[src/rtl/core/kpd_pkg.sv]
// Package: shared types, constants and helpers of the keypad press confirmer.
package kpd_pkg;

  // Fixed field widths
  localparam int unsigned LevelsW   = 10;
  localparam int unsigned KeyW      = 4;
  localparam int unsigned TickW     = 16;
  localparam int unsigned CfgIndexW = 1;

  // Defaults and codes
  localparam int unsigned SwitchCountDefault = 10;
  localparam logic [KeyW-1:0]  NoSwitch     = 4'd15;
  localparam logic [TickW-1:0] TickMax      = 16'hFFFF;
  localparam logic [TickW-1:0] LockoutReset = 16'd100;
  localparam logic [TickW-1:0] SettleReset  = 16'd100;

  // Configuration register indexes
  localparam logic [CfgIndexW-1:0] CfgLockout = 1'b0;
  localparam logic [CfgIndexW-1:0] CfgSettle  = 1'b1;

  // Tracking state of the confirmer
  typedef struct packed {
    logic             held;
    logic [KeyW-1:0]  held_switch;
    logic [TickW-1:0] since_event;
    logic             settling;
    logic [TickW-1:0] settle_count;
    logic [KeyW-1:0]  cand_switch;
  } kpd_state_t;

  // Switch idx reads pressed; switches beyond the pins or the count read released
  function automatic logic switch_low(logic [LevelsW-1:0] levels, logic [KeyW-1:0] idx,
                                      logic [KeyW-1:0] count);
    logic [(1<<KeyW)-1:0] ext;
    ext = {{((1<<KeyW)-LevelsW){1'b1}}, levels};
    return (idx < count) && !ext[idx];
  endfunction

  // Saturating increment of a tick counter
  function automatic logic [TickW-1:0] sat_inc(logic [TickW-1:0] val);
    return (val == TickMax) ? val : val + TickW'(1);
  endfunction

endpackage

[src/rtl/core/kpd_step.sv]
// One-tick update: next tracking state and the result for one switch sample.
module kpd_step #(
  parameter int unsigned SwitchCount = kpd_pkg::SwitchCountDefault
) (
  input  kpd_pkg::kpd_state_t            state_i,
  input  logic [kpd_pkg::LevelsW-1:0]    levels_i,
  input  logic [kpd_pkg::TickW-1:0]      lockout_i,
  input  logic [kpd_pkg::TickW-1:0]      settle_i,
  output kpd_pkg::kpd_state_t            state_o,
  output logic [kpd_pkg::KeyW-1:0]       key_code_o,
  output logic                           buzzer_pulse_o
);
  import kpd_pkg::*;

  localparam logic [KeyW-1:0] Count = KeyW'(SwitchCount);

  logic [(1<<KeyW)-1:0] ext;
  logic                 found;
  logic [KeyW-1:0]      first_idx;
  logic [TickW-1:0]     since_inc;

  // Lowest-indexed pressed switch
  always_comb begin
    ext       = {{((1<<KeyW)-LevelsW){1'b1}}, levels_i};
    found     = 1'b0;
    first_idx = '0;
    for (int i = SwitchCount - 1; i >= 0; i--) begin
      if (!ext[i]) begin
        found     = 1'b1;
        first_idx = KeyW'(i);
      end
    end
  end

  assign since_inc = sat_inc(state_i.since_event);

  // State update for one tick
  always_comb begin
    state_o             = state_i;
    state_o.since_event = since_inc;
    key_code_o          = Count;
    buzzer_pulse_o      = 1'b0;
    if (state_i.held) begin
      // held: wait for the held switch to come back up
      if (!switch_low(levels_i, state_i.held_switch, Count)) begin
        state_o.held        = 1'b0;
        state_o.held_switch = NoSwitch;
        state_o.since_event = '0;
      end
    end else begin
      // released: take a candidate or advance the settle count
      if (!state_i.settling && (since_inc >= lockout_i)) begin
        if (found) begin
          state_o.cand_switch  = first_idx;
          state_o.settling     = 1'b1;
          state_o.settle_count = '0;
        end
      end else if (state_i.settling) begin
        state_o.settle_count = sat_inc(state_i.settle_count);
      end
      // confirmation check, same tick when settle time is zero
      if (state_o.settling && (state_o.settle_count >= settle_i)) begin
        state_o.settling = 1'b0;
        if (switch_low(levels_i, state_o.cand_switch, Count)) begin
          state_o.held        = 1'b1;
          state_o.held_switch = state_o.cand_switch;
          state_o.since_event = '0;
          key_code_o          = state_o.cand_switch;
          buzzer_pulse_o      = 1'b1;
        end
      end
    end
  end

endmodule

[src/rtl/core/keypad_press_confirm_debouncer_core.sv]
// Top level: keypad press confirmer with input register, step logic and result register.
// Each transfer on the input carries one millisecond sample of the switch pins and yields
// exactly one result transfer: key_code is the index of a newly confirmed press (or
// SWITCH_COUNT when there is none) and buzzer_pulse is high on that same result. The block
// takes one sample per cycle while its input is not stalled; a result is presented once its
// sample has passed through the input register and the single-pass step logic into the
// result register. A held output stalls the input side only once both registers are full.
// lockout_ticks and settle_ticks are written through the cfg port only while the block is idle;
// the user must keep to this, as the block itself does not enforce it.
module keypad_press_confirm_debouncer_core #(
  parameter int unsigned SWITCH_COUNT = kpd_pkg::SwitchCountDefault
) (
  input  logic                            clk_i,
  input  logic                            rst_ni,
  input  logic                            in_valid_i,
  output logic                            in_stall_o,
  input  logic [kpd_pkg::LevelsW-1:0]     switch_levels_i,
  output logic                            out_valid_o,
  input  logic                            out_stall_i,
  output logic [kpd_pkg::KeyW-1:0]        key_code_o,
  output logic                            buzzer_pulse_o,
  input  logic                            cfg_we_i,
  input  logic [kpd_pkg::CfgIndexW-1:0]   cfg_index_i,
  input  logic [kpd_pkg::TickW-1:0]       cfg_wdata_i
);
  import kpd_pkg::*;

  logic               in_valid_q;
  logic [LevelsW-1:0] levels_q;
  logic               out_valid_q;
  logic [KeyW-1:0]    key_code_q;
  logic               buzzer_pulse_q;
  logic [TickW-1:0]   lockout_q;
  logic [TickW-1:0]   settle_q;
  kpd_state_t         state_q;
  kpd_state_t         state_d;
  logic [KeyW-1:0]    key_code_d;
  logic               buzzer_pulse_d;
  logic               out_free;
  logic               advance;
  logic               in_take;

  // Handshake: result register frees when empty or drained
  assign out_free   = !out_valid_q || !out_stall_i;
  assign advance    = in_valid_q && out_free;
  assign in_stall_o = in_valid_q && !out_free;
  assign in_take    = in_valid_i && !in_stall_o;

  // Configuration registers
  always_ff @(posedge clk_i or negedge rst_ni) begin
    if (!rst_ni) begin
      lockout_q <= LockoutReset;
      settle_q  <= SettleReset;
    end else if (cfg_we_i) begin
      case (cfg_index_i)
        CfgLockout: lockout_q <= cfg_wdata_i;
        CfgSettle:  settle_q  <= cfg_wdata_i;
        default:    ;
      endcase
    end
  end

  // Input register
  always_ff @(posedge clk_i or negedge rst_ni) begin
    if (!rst_ni) begin
      in_valid_q <= 1'b0;
    end else if (in_take || advance) begin
      in_valid_q <= in_take;
    end
  end

  always_ff @(posedge clk_i) begin
    if (in_take) begin
      levels_q <= switch_levels_i;
    end
  end

  // Step logic
  kpd_step #(
    .SwitchCount (SWITCH_COUNT)
  ) u_step (
    .state_i        (state_q),
    .levels_i       (levels_q),
    .lockout_i      (lockout_q),
    .settle_i       (settle_q),
    .state_o        (state_d),
    .key_code_o     (key_code_d),
    .buzzer_pulse_o (buzzer_pulse_d)
  );

  // Tracking state, updated as each sample moves to the result register
  always_ff @(posedge clk_i or negedge rst_ni) begin
    if (!rst_ni) begin
      state_q.held         <= 1'b0;
      state_q.held_switch  <= NoSwitch;
      state_q.since_event  <= '0;
      state_q.settling     <= 1'b0;
      state_q.settle_count <= '0;
      state_q.cand_switch  <= '0;
    end else if (advance) begin
      state_q <= state_d;
    end
  end

  // Result register
  always_ff @(posedge clk_i or negedge rst_ni) begin
    if (!rst_ni) begin
      out_valid_q <= 1'b0;
    end else if (out_free) begin
      out_valid_q <= advance;
    end
  end

  always_ff @(posedge clk_i) begin
    if (advance) begin
      key_code_q     <= key_code_d;
      buzzer_pulse_q <= buzzer_pulse_d;
    end
  end

  assign out_valid_o    = out_valid_q;
  assign key_code_o     = key_code_q;
  assign buzzer_pulse_o = buzzer_pulse_q;

`ifndef ASSERT_OFF
  // A held switch is always a real switch
  assert property (@(posedge clk_i) disable iff (!rst_ni)
    state_q.held |-> (state_q.held_switch < KeyW'(SWITCH_COUNT)))
    else $error("held switch index out of range");

  // Holding and settling never overlap
  assert property (@(posedge clk_i) disable iff (!rst_ni)
    !(state_q.held && state_q.settling))
    else $error("held and settling at once");

  // Beep goes with a reported key and only then
  assert property (@(posedge clk_i) disable iff (!rst_ni)
    out_valid_q |-> (buzzer_pulse_q == (key_code_q != KeyW'(SWITCH_COUNT))))
    else $error("buzzer pulse and key code disagree");

  // A confirmed press enters the held state on that same transfer
  assert property (@(posedge clk_i) disable iff (!rst_ni)
    (advance && buzzer_pulse_d) |=> state_q.held)
    else $error("confirmed press did not enter held state");
`endif

endmodule
[config.mk]
export PLATFORM = sky130hd
export DESIGN_NAME = keypad_press_confirm_debouncer_core
export DESIGN_NICKNAME = d
export VERILOG_FILES = /design/src/rtl/core/kpd_pkg.sv /design/src/rtl/core/kpd_step.sv /design/src/rtl/core/keypad_press_confirm_debouncer_core.sv
export SDC_FILE = /design/constraint.sdc
export NUM_CORES = 1
export LEC_CHECK = 0
export BUFFER_PORTS_ARGS = -buffer_cell sky130_fd_sc_hd__buf_2
export CAP_MARGIN = 20
export CORE_MARGIN = 2
export CORE_UTILIZATION = 63
export DETAILED_ROUTE_END_ITERATION = 10
export GPL_ROUTABILITY_DRIVEN = 0
export PLACE_DENSITY = 0.79
export SLEW_MARGIN = 20
export SYNTH_ARGS = -nofsm -noshare
export SYNTH_HDL_FRONTEND = slang
export SYNTH_SLANG_ARGS = --single-unit
export TNS_END_PERCENT = 5
[constraint.sdc]
create_clock -name clk_i -period 11.3 [get_ports clk_i]
set_input_delay 0.565 -clock clk_i [delete_from_list [all_inputs] [get_ports clk_i]]
set_output_delay 0.565 -clock clk_i [all_outputs]
set_load 0.01 [all_outputs]
After elaboration in Yosys (flattened, before gate mapping)
Cells that the tools add are included.
{"block": "classes", "add_sub_neg": 2, "magnitude_cmp": 6, "eq_ne": 3, "mux": 39, "bitwise": 4, "reduce_logical": 24}
{"op": "21-bit 2-to-1 mux", "count": 4}
{"op": "16-bit 2-to-1 mux", "count": 5}
{"op": "4-bit 2-to-1 mux", "count": 12}
{"op": "16-bit by 1-bit adder with 16-bit output (second input constant)", "count": 2}
{"op": "16-bit == test (second input constant)", "count": 2}
{"op": "16-bit greater-or-equal comparator", "count": 2}
{"op": "22-bit 2-to-1 mux", "count": 1}
{"op": "1-bit 2-to-1 mux", "count": 15}
{"op": "4-bit by 5-bit < comparator with 1-bit output (second input constant)", "count": 2}
{"op": "1-bit binary-select mux with 4-bit select", "count": 2}
{"op": "4-bit < comparator (second input constant)", "count": 2}
{"op": "1-bit logical AND", "count": 7}
{"op": "1-bit logical NOT", "count": 7}
{"op": "2-bit AND reduction", "count": 3}
{"op": "1-bit inverter", "count": 4}
{"op": "4-bit AND reduction", "count": 1}
{"op": "2-bit nonzero test", "count": 2}
{"op": "3-bit OR reduction", "count": 1}
{"op": "1-bit logical OR", "count": 2}
{"op": "2-bit != test (second input constant)", "count": 1}
{"op": "2-bit OR reduction", "count": 1}
{"block": "totals", "regBits": 91, "in_bits": 32, "output_inout_bits": 7, "elab_cells": 91}

Longest topological paths before layout
Gate-level depths: netlist (run 1).
{"block": "depth", "depth_word": 20, "ltp_mapped": 31, "depth_no_buf": 26}

Modules after synthesis
From an unflattened synthesis (run 1), not the netlist that was laid out.
{"block": "unflattened", "cells_unflattened": 561, "area_unflattened_um2": 5958.2}
{"module": "keypad_press_confirm_debouncer_core", "n_inst": 1, "cells_each": 180, "area_per_inst_um2": 3326.9, "seq_area_each_um2": 2364.8}
{"module": "kpd_step", "n_inst": 1, "cells_each": 381, "area_per_inst_um2": 2631.3, "seq_area_each_um2": 0.0}

Least setup slack after synthesis (run 1)
No wires, ideal clock.
{"block": "synth_timing", "path_type": "register to register", "from": "register state_q[23] (netlist bit)", "to": "register state_q[27] (netlist bit)", "setup_time_ps": 126, "arrival_ps": 5582, "t_required_ps": 11174, "path_slack_ps": 5592, "stages_incl_launch_ff": 29, "path_buffers": 3, "synth_period_minus_slack_ps": 5708, "path_cell_list": "dfrtp_1 -> clkbuf_1 -> and4_1 -> and4_1 -> and2_1 -> clkbuf_1 -> nand3_1 -> and3_1 -> and2_1 -> nand3_1 -> xnor2_1 -> ha_1 -> nand4_1 -> nor4_2 -> a32oi_2 -> a211oi_2 -> nor2_1 -> mux2_2 -> ha_1 -> o21a_1 -> nor2_1 -> nor4_1 -> a21oi_1 -> a311oi_1 -> nand2b_1 -> a21oi_2 -> buf_6 -> nor2_1 -> a221o_1"}
{"block": "synth_via", "elab_chain_cells": 13, "elab_cells_between_ends": 22, "cone_classes": "add/sub (1); order compare (3); eq/ne (1); mux (13); reduce/logical (4)"}
{"element": "from (decl)", "line_no": "keypad_press_confirm_debouncer_core.sv:35", "text": "kpd_state_t state_q;"}
{"element": "from (signal assigned)", "line_no": "keypad_press_confirm_debouncer_core.sv:101", "text": "state_q <= state_d;"}
{"element": "16-bit by 1-bit adder with 16-bit output or 16-bit == test (tied branches)", "line_no": "kpd_pkg.sv:41", "text": "return (val == TickMax) ? val : val + TickW'(1);"}
{"element": "16-bit 2-to-1 mux (*)", "line_no": "kpd_pkg.sv:41"}
{"element": "16-bit greater-or-equal comparator", "line_no": "kpd_step.sv:52", "text": "if (!state_i.settling && (since_inc >= lockout_i)) begin"}
{"element": "1-bit logical AND", "line_no": "kpd_step.sv:52"}
{"element": "4-bit 2-to-1 mux", "line_no": "kpd_step.sv:52"}
{"element": "4-bit 2-to-1 mux", "line_no": "kpd_step.sv:43", "text": "if (state_i.held) begin"}
{"element": "1-bit binary-select mux with 4-bit select", "line_no": "kpd_pkg.sv:36", "text": "return (idx < count) && !ext[idx];"}
{"element": "1-bit 2-to-1 mux (implied by the code)", "line_no": "kpd_pkg.sv:36"}
{"element": "1-bit logical NOT", "line_no": "kpd_pkg.sv:36"}
{"element": "1-bit logical AND", "line_no": "kpd_pkg.sv:36"}
{"element": "21-bit 2-to-1 mux", "line_no": "kpd_step.sv:64", "text": "if (switch_low(levels_i, state_o.cand_switch, Count)) begin"}
{"element": "22-bit 2-to-1 mux", "line_no": "kpd_step.sv:62", "text": "if (state_o.settling && (state_o.settle_count >= settle_i)) begin"}
{"element": "21-bit 2-to-1 mux (*)", "line_no": "kpd_step.sv:43"}
Mark *: on every way between the ends. The rest lies on a longest branch, timed or not. The select of a mux whose other input is x is not followed.
A chain may end at the register's enable or synchronous reset.

Final worst setup path (run 1)
{"block": "layout_timing", "from": "register state_q[27] (netlist bit)", "to": "register state_q[26] (netlist bit)"}
The elaborated chain is that of the path after synthesis.

==> summary.md, run 1 <==
| Metric | Value |
|---|---|
| Clk sink count | `91` |
| Area of the mapped netlist | `0.00547 mm^2` |
| Footprint of the multi-input gates | `0.00287 mm^2` |
| CORE AREA | `0.00830 mm^2` |
| First-pass GRT wire length | `19,800 um` |
| Post-synth top area share | `30.2%` |
| Clk_lat worst skew | `0.36 ns` |
| Placed Cells | `669` |
| Grt ovf | `0` |
| Cells after Synth | `542` |
| Synth top area cells | `dfrtp_1, edfxtp_1, ha_1` |
| CTS root buf | `clkbuf_8` |
| Worst vdd ir | `0.0730 mV` |
| Post-route setup TNS | `0 ns` |
| WP data required | `11.52 ns` |
| Synthesized Nets | `608` |
| Worst Tran Pin Value | `0.942 ns` |
| Register cell area after layout | `0.00236 mm^2` |
| Initial Util | `65.9%` |
| Hold buffer count at CTS | `0` |
| Post-route cell area | `0.00592 mm^2` |
| Largest net degree at the start of global routing | `77` |
| Detailed Routing Iterations Pass 1 | `5` |
| Hold Vio Cnt, Final | `0` |
| # resized after CTS | `0` |
| Data arrival time of the critical path | `6.82 ns` |
| Dpl cell area | `0.00572 mm^2` |
| Post-synth top area cell | `dfrtp_1` |
| Post-DP HPWL | `8580 um` |
| PortBufs | `38` |
| RR Startpoint | `state_q[27]` |
| Fin Clk Skew | `0.0109 ns` |
| Initial antenna violation count | `0` |
| Seq/Total Area, Yosys | `43.3%` |
| Initial DRC count | `240` |
| Asr flop ratio synth | `83.5%` |
| Outcome | `finished clean` |
| Clk buf depth | `2` |
| Clk slew on worst S/H paths | `0.09 ns` |
| Compound-cell area share of the yosys netlist | `15.4%` |
| Area Growth Syn to Fin | `8.35%` |
| Clock network power share | `26.1%` |
| WS Path Type | `reg -> reg` |
| Most common cell in the netlist | `nand2_1` |
| GRT Total Usage | `26.0%` |
| Avg Cell Area, Syn | `10.1 um^2` |
| I/O Pins | `39` |
| Top_reg_cell synth | `dfrtp_1` |
| Unrepaired setup endpoints after global routing | `false` |
| PwrDens | `146 mW/mm^2` |
| Synth cell count leaders | `nand2_1, dfrtp_1, inv_1` |
| Period utilisation layout | `58.4%` |
| Final nets | `641` |
| CTS tree | `built` |
| Register bit total from synthesis | `91` |
| Reg2reg setup slack | `4.71 ns` |
| Die ar. | `0.00944 mm^2` |
| FILL cells | `606` |
| Fraction of synthesized cell area in xor and xnor cells | `2.24%` |
| Capture point of the worst reg-to-reg path | `state_q[26]` |
| Simple-Gate Fraction of Synth Area | `16.6%` |
| Number of flops mapped to enable cells by yosys | `15` |
| Ys Warns | `0` |
| DR WL/cell | `17.1 um` |
| Largest family of logic cells by synthesized area | `simple AND/OR/NAND/NOR gates` |
| Fmax | `152 MHz` |
| Internal | `581 uW` |
| Critical path's slowest cell | `a211oi_2` |
| H-tree depth | `3` |
| Final Max Slew Viols | `0` |
| CTS Buf Count | `9` |
| Post-synthesis mux area share | `10.3%` |
| Routed Antenna Nets | `0` |
| Worst slew margin | `37.2%` |
| Number of placement rows | `33` |
| Layout cells sized above 1 | `21.9%` |
| Final min period | `6.59 ns` |
| Total via count in the routed design | `4,194` |
| Vias in the first global route | `4,095` |
| Post-CTS setup buffer count | `0` |
| Final setup violation count | `0` |
| Adder-cell share of the synthesized area | `7.78%` |
| Slowest stage delay, CP | `0.65 ns` |
| ANT cells | `0` |
| Final cell count without fillers | `685` |
| Max_cap viols | `0` |
| Via-to-Cell Ratio | `6.12` |
| Crit-path max FO | `14` |
| Final core occ | `71.4%` |
| Fraction of power spent switching nets | `32.8%` |
| Worst min path class | `in -> async` |
| Logic pwr share | `25.6%` |
| Number of remaining DRC errors | `0` |
| Worst Setup End Kind | `flip-flop` |
| Reg power frac | `48.2%` |
| Static Leak | `2.69 nW` |
| CP Launch Type | `flip-flop` |
| R2R depth | `25` |
| P_sw | `284 uW` |
| Wire length after detailed routing | `11,700 um` |
| Die Wd | `97.2 um` |
| Netlist cell types | `62` |
| Die Span Y | `97.2 um` |
-- flip-flops by register name, indices dropped and copies added (netlist names) --
register and count:
buzzer_pulse_o 1, lockout_q 16, settle_q 16, levels_q 10
state_q 42, key_code_o 4, in_valid_q 1, out_valid_o 1
-- layout by cell type (no fill, tap or decap), drive strengths merged, types with 3 or more instances in the layout --
master   count
ha          34
o21ai       35
a211oi       4
nor3         3
nor2        21
o2bb2ai      6
dfrtp       66
nor2b        7
edfxtp      15
mux2        38
o32a         4
clkinv       3
and4         5
dfstp       10
mux2i        9
and2         6
or3          8
nand3       26
a21o         8
and3         6
xor2         4
nor4         5
a21oi       20
clkbuf      10
buf         40
xnor2       10
nand4       11
a31oi        4
nand2b      13
o211ai       4
inv         43
nand2       70
a221oi       3
-- layer usage --
layer	wire [um]	global-route usage (%)	vias up
li1	-	-	2026
met1	5120	34.5	2013
met2	5810	44.1	136
met3	558	4.53	19
met4	213	7.04	0
met5	0	0	-
-- cells by family (layout without fill, tap and decap cells) --
logic type,count (synthesis),after routing
buffers and inverters,59,97
DFF,91,91
AOI/OAI and AO/OA,111,111
adders and majority gates,34,34
and+or+nand+nor,184,184
muxes,49,49
xor gates and xnor gates,14,14
-- critical path, delay by kind of cell (launching register included) --
kind / cells / cell delay (ns)
and+or+nand+nor: 14 / 2.93
AOI/OAI and AO/OA: 7 / 2.03
adders and majority gates: 2 / 0.60
DFF: 1 / 0.49
muxes: 1 / 0.31
xor gates and xnor gates: 1 / 0.09
-- stage by stage --
stage          hold WS [ns]  total power, mW  setup WS, ns
3_3_place_gp          0.476            0.629          5.20
5_1_grt               0.352            0.921          4.17
2_1_floorplan         0.269            0.575          5.59
4_1_cts               0.372            0.868          4.78
3_5_place_dp          0.476            0.642          4.83
6_report              0.334            0.865          4.71
-- how the worst max path moves through the flow --
stage / startpoint / slack (ns) / cells after the start / end
floorplan: state_q[23] / 5.59 / 28 / state_q[27]
global placement: state_q[23] / 5.20 / 26 / state_q[21]
detailed placement: state_q[27] / 4.83 / 25 / state_q[26]
CTS: state_q[27] / 4.78 / 25 / state_q[26]
global route: state_q[23] / 4.17 / 25 / state_q[31]
finish: state_q[27] / 4.71 / 25 / state_q[26]
-- power groups by stage --
| stage | sequential, mW | clock, mW | combinational, mW |
|---|---|---|---|
| 5_1_grt | 0.423 | 0.245 | 0.253 |
| 4_1_cts | 0.416 | 0.229 | 0.223 |
| 3_3_place_gp | 0.420 | 0 | 0.210 |
| 2_1_floorplan | 0.410 | 0 | 0.165 |
| 3_5_place_dp | 0.422 | 0 | 0.220 |
| 6_report | 0.417 | 0.226 | 0.222 |
-- cell type report --
class	count	area share, %
Inverter	41	2.60
Clock inverter	6	1.23
Tap cell	105	2.22
Timing Repair Buffer	40	3.51
Sequential cell	91	39.9
Multi-Input combinational cell	392	48.4
Clock buffer	10	2.15
(Power assumes the default switching activity.)
==> run 2, diff against run 1 <==
--- a/config.mk
+++ b/config.mk
@@ -5,13 +5,14 @@
 export SDC_FILE = /design/constraint.sdc
 export NUM_CORES = 1
 export LEC_CHECK = 0
+export ABC_AREA = 1
 export BUFFER_PORTS_ARGS = -buffer_cell sky130_fd_sc_hd__buf_2
 export CAP_MARGIN = 20
 export CORE_MARGIN = 2
-export CORE_UTILIZATION = 63
+export CORE_UTILIZATION = 61
 export DETAILED_ROUTE_END_ITERATION = 10
 export GPL_ROUTABILITY_DRIVEN = 0
-export PLACE_DENSITY = 0.79
+export PLACE_DENSITY = 0.76
 export SLEW_MARGIN = 20
 export SYNTH_ARGS = -nofsm -noshare
 export SYNTH_HDL_FRONTEND = slang
==> constraint.sdc (replaced) <==
create_clock -name clk_i -period 6.3 [get_ports clk_i]
set_input_delay 0.315 -clock clk_i [delete_from_list [all_inputs] [get_ports clk_i]]
set_output_delay 0.315 -clock clk_i [all_outputs]
set_load 0.01 [all_outputs]
==> run 2 against run 1 <==
Against the previous run: combinational power grew to 3.4 times the previous value; final area grew 4.8%; synthesized area grew 4.0%; flip-flop and latch count is the same; core utilization shrank 3.6 points; total power grew 140%; critical endpoint is now key_code_o[1].
==> summary.md, run 2 <==
| Metric | Value |
|---|---|
| Outcome | `finished clean` |
| Area Growth Syn to Fin | `9.18%` |
| Avg Cell Area, Syn | `7.57 um^2 (-25%)` |
| Footprint of the multi-input gates | `0.00272 mm^2 (-5.2%)` |
| Slowest stage delay, CP | `0.42 ns (-0.23 ns)` |
| Clk_lat worst skew | `0.37 ns (about the same)` |
| Most frequent cells in the layout | `nand2_1, inv_1, o21ai_0` |
| Clk slew on worst S/H paths | `0.10 ns (about the same)` |
| Static Leak | `3.17 nW (+18%)` |
| Worst vdd ir | `0.153 mV (+110%)` |
| FILL cells | `779 (+29%)` |
| GRT Total Usage | `26.5% (+0.55 points)` |
| Fin Clk Skew | `0.0148 ns (+0.00396 ns)` |
| Final core occ | `67.8% (-3.6 points)` |
| Worst Tran Pin Value | `0.952 ns (+0.00991 ns)` |
| CTS tree | `built` |
| Asr flop ratio synth | `83.5% (unchanged)` |
| Final Max Slew Viols | `0 (unchanged)` |
| Final setup violation count | `0 (unchanged)` |
| Number of flops mapped to enable cells by yosys | `15 (unchanged)` |
| Top_reg_cell synth | `dfrtp_1` |
| Wire length after detailed routing | `12,600 um (+7.5%)` |
| Biggest regs | `state_q (42), lockout_q (16), settle_q (16)` |
| Dpl cell area | `0.00596 mm^2 (+4.2%)` |
| DR WL/cell | `13.9 um (-19%)` |
| Max reg flops | `42 (unchanged)` |
| Area of the mapped netlist | `0.00568 mm^2 (+4.0%)` |
| Hold buffer count at CTS | `0 (unchanged)` |
| Post-route cell area | `0.00621 mm^2 (+4.8%)` |
| Post-DP HPWL | `9460 um (+10%)` |
| Seq/Total Area, Yosys | `41.6% (-1.7 points)` |
| Post-synth top area cell | `dfrtp_1` |
| Post-route setup TNS | `0 ns (unchanged)` |
| Synth cell count leaders | `nand2_1, inv_1, o21ai_0` |
| Register cell area after layout | `0.00236 mm^2 (unchanged)` |
| Vias in the first global route | `4,580 (+12%)` |
| Worst min path class | `in -> async` |
| Netlist cell types | `47 (-24%)` |
| Crit-path max FO | `17 (+3)` |
| Die Wd | `101 um (+3.5%)` |
| Via-to-Cell Ratio | `5.41 (-12%)` |
| Register bit total from synthesis | `91 (unchanged)` |
| Grt ovf | `0 (unchanged)` |
| Most used cell, CP | `nand2_1` |
| Unrepaired setup endpoints after global routing | `false` |
| Final cell count without fillers | `904 (+32%)` |
| Post-synth top area share | `29.1% (-1.2 points)` |
| Final nets | `854 (+33%)` |
| Critical path's slowest cell | `nor4_1` |
| Initial DRC count | `242 (+0.83%)` |
| Final min period | `5.48 ns (-1.11 ns)` |
| Most flop-heavy register | `state_q` |
| I/O Pins | `39 (unchanged)` |
| Period utilisation layout | `87.0% (+29 points)` |
| Cells after Synth | `751 (+39%)` |
| Placed Cells | `888 (+33%)` |
| Fmax | `182 MHz (+20%)` |
| Die Span Y | `101 um (+3.5%)` |
| WP data required | `6.42 ns (-5.10 ns)` |
| CP bufs+invs | `5 (+5)` |
| ANT cells | `0 (unchanged)` |
| CTS root buf | `clkbuf_8` |
| Layout cells sized above 1 | `12.4% (-9.5 points)` |
| # resized after CTS | `0 (unchanged)` |
| PortBufs | `38 (unchanged)` |
| Number of remaining DRC errors | `0 (unchanged)` |
| Clk sink count | `91 (unchanged)` |
| Largest net degree at the start of global routing | `77 (unchanged)` |
| Initial Util | `62.1% (-3.8 points)` |
| Routed Antenna Nets | `0 (unchanged)` |
| Number of placement rows | `35 (+6.1%)` |
| Ys Warns | `0 (unchanged)` |
| Detailed Routing Iterations Pass 1 | `5 (unchanged)` |
| Post-CTS setup buffer count | `0 (unchanged)` |
| WS Path Type | `reg -> reg` |
| CORE AREA | `0.00915 mm^2 (+10%)` |
| Synth top area cells | `dfrtp_1, nand2_1, inv_1` |
| H-tree depth | `3 (unchanged)` |
| CP Launch Type | `flip-flop` |
| Worst Setup End Kind | `flip-flop` |
| Worst slew margin | `36.5% (-0.66 points)` |
| Data arrival time of the critical path | `5.60 ns (-1.22 ns)` |
| Synthesized Nets | `817 (+34%)` |
| Most common cell in the netlist | `nand2_1` |
| Hold Vio Cnt, Final | `0 (unchanged)` |
| Total via count in the routed design | `4,891 (+17%)` |
| CP delay by family, top | `simple AND/OR/NAND/NOR gates` |
| First-pass GRT wire length | `21,200 um (+7.1%)` |
| Max_cap viols | `0 (unchanged)` |
| CTS Buf Count | `9 (unchanged)` |
| Initial antenna violation count | `0 (unchanged)` |
| Die ar. | `0.0101 mm^2 (+7.1%)` |
| PwrDens | `328 mW/mm^2 (+120%)` |
| Clk buf depth | `2 (unchanged)` |
| Commonest non-fill, non-tap cell in the layout | `nand2_1` |
==> run 2: worst paths after layout <==
check,endpoint,cells after the start,slack (ns),startpoint
max reg2reg,key_code_o[1],30,0.82,state_q[28]
max,key_code_o[1],30,0.82,state_q[28]
min reg2reg,lockout_q[15],2,0.49,lockout_q[15]
min,in_valid_q,1,0.08,rst_ni
max in group asynchronous,state_q[9],1,5.60,rst_ni
min in group clk_i,levels_q[8],1,0.11,switch_levels_i[8]
==> run 2: logic make-up (layout without fill, tap and decap cells) <==
logic type      Yosys count  after routing  synth area share (%)
compound gates          140            140                  13.5
xor+xnor                 10             10                  1.54
fa+ha+maj                34             34                  7.48
buf+inv                 157            199                  10.6
flops                    91             91                  41.6
mux                       1              1                 0.198
simple gates            318            318                  25.1
==> run 2: area by class of cell <==
| cell class | instances | share of cell area [%] |
|---|---|---|
| clock buffers | 10 | 2.40 |
| multi-input cells | 503 | 43.8 |
| repair buffers | 39 | 3.23 |
| well taps | 111 | 2.24 |
| clock inverters | 6 | 1.51 |
| inverters | 144 | 8.73 |
| flip-flops and latches | 91 | 38.1 |
==> run 2: through the flow <==
step           power [mW]  hold WS, ns  setup WS, ns
5_1_grt              2.19        0.106         0.201
3_5_place_dp         1.56        0.473         0.888
6_report             2.04       0.0807         0.819
3_3_place_gp         1.52        0.468          1.15
2_1_floorplan        1.36       0.0194          1.93
4_1_cts              2.04        0.104         0.852
==> run 2: layer usage <==
layer / up-vias / wire, um / GRT usage [%]
li1: 2497 / - / -
met1: 2262 / 5620 / 36.1
met2: 115 / 6220 / 44.8
met3: 17 / 555 / 3.33
met4: 0 / 181 / 7.80
met5: - / 0 / 0
==> run 2: worst reg2reg max path, delay by kind of cell, from the launching register on <==
kind	cells	cell delay [ns]
buffers and inverters	5	0.47
adder cells (fa/ha/maj)	2	0.62
AO/OA/AOI/OAI	3	0.53
flip-flops	1	0.39
XOR/XNOR	1	0.18
AND/OR/NAND/NOR	19	3.05
==> run 2: where the power goes <==
group	internal, mW	leakage, nW	total, mW	switching (mW)
registers	0.717	1.10	0.813	0.0957
logic	0.257	1.94	0.744	0.487
clock network	0.252	0.124	0.480	0.228
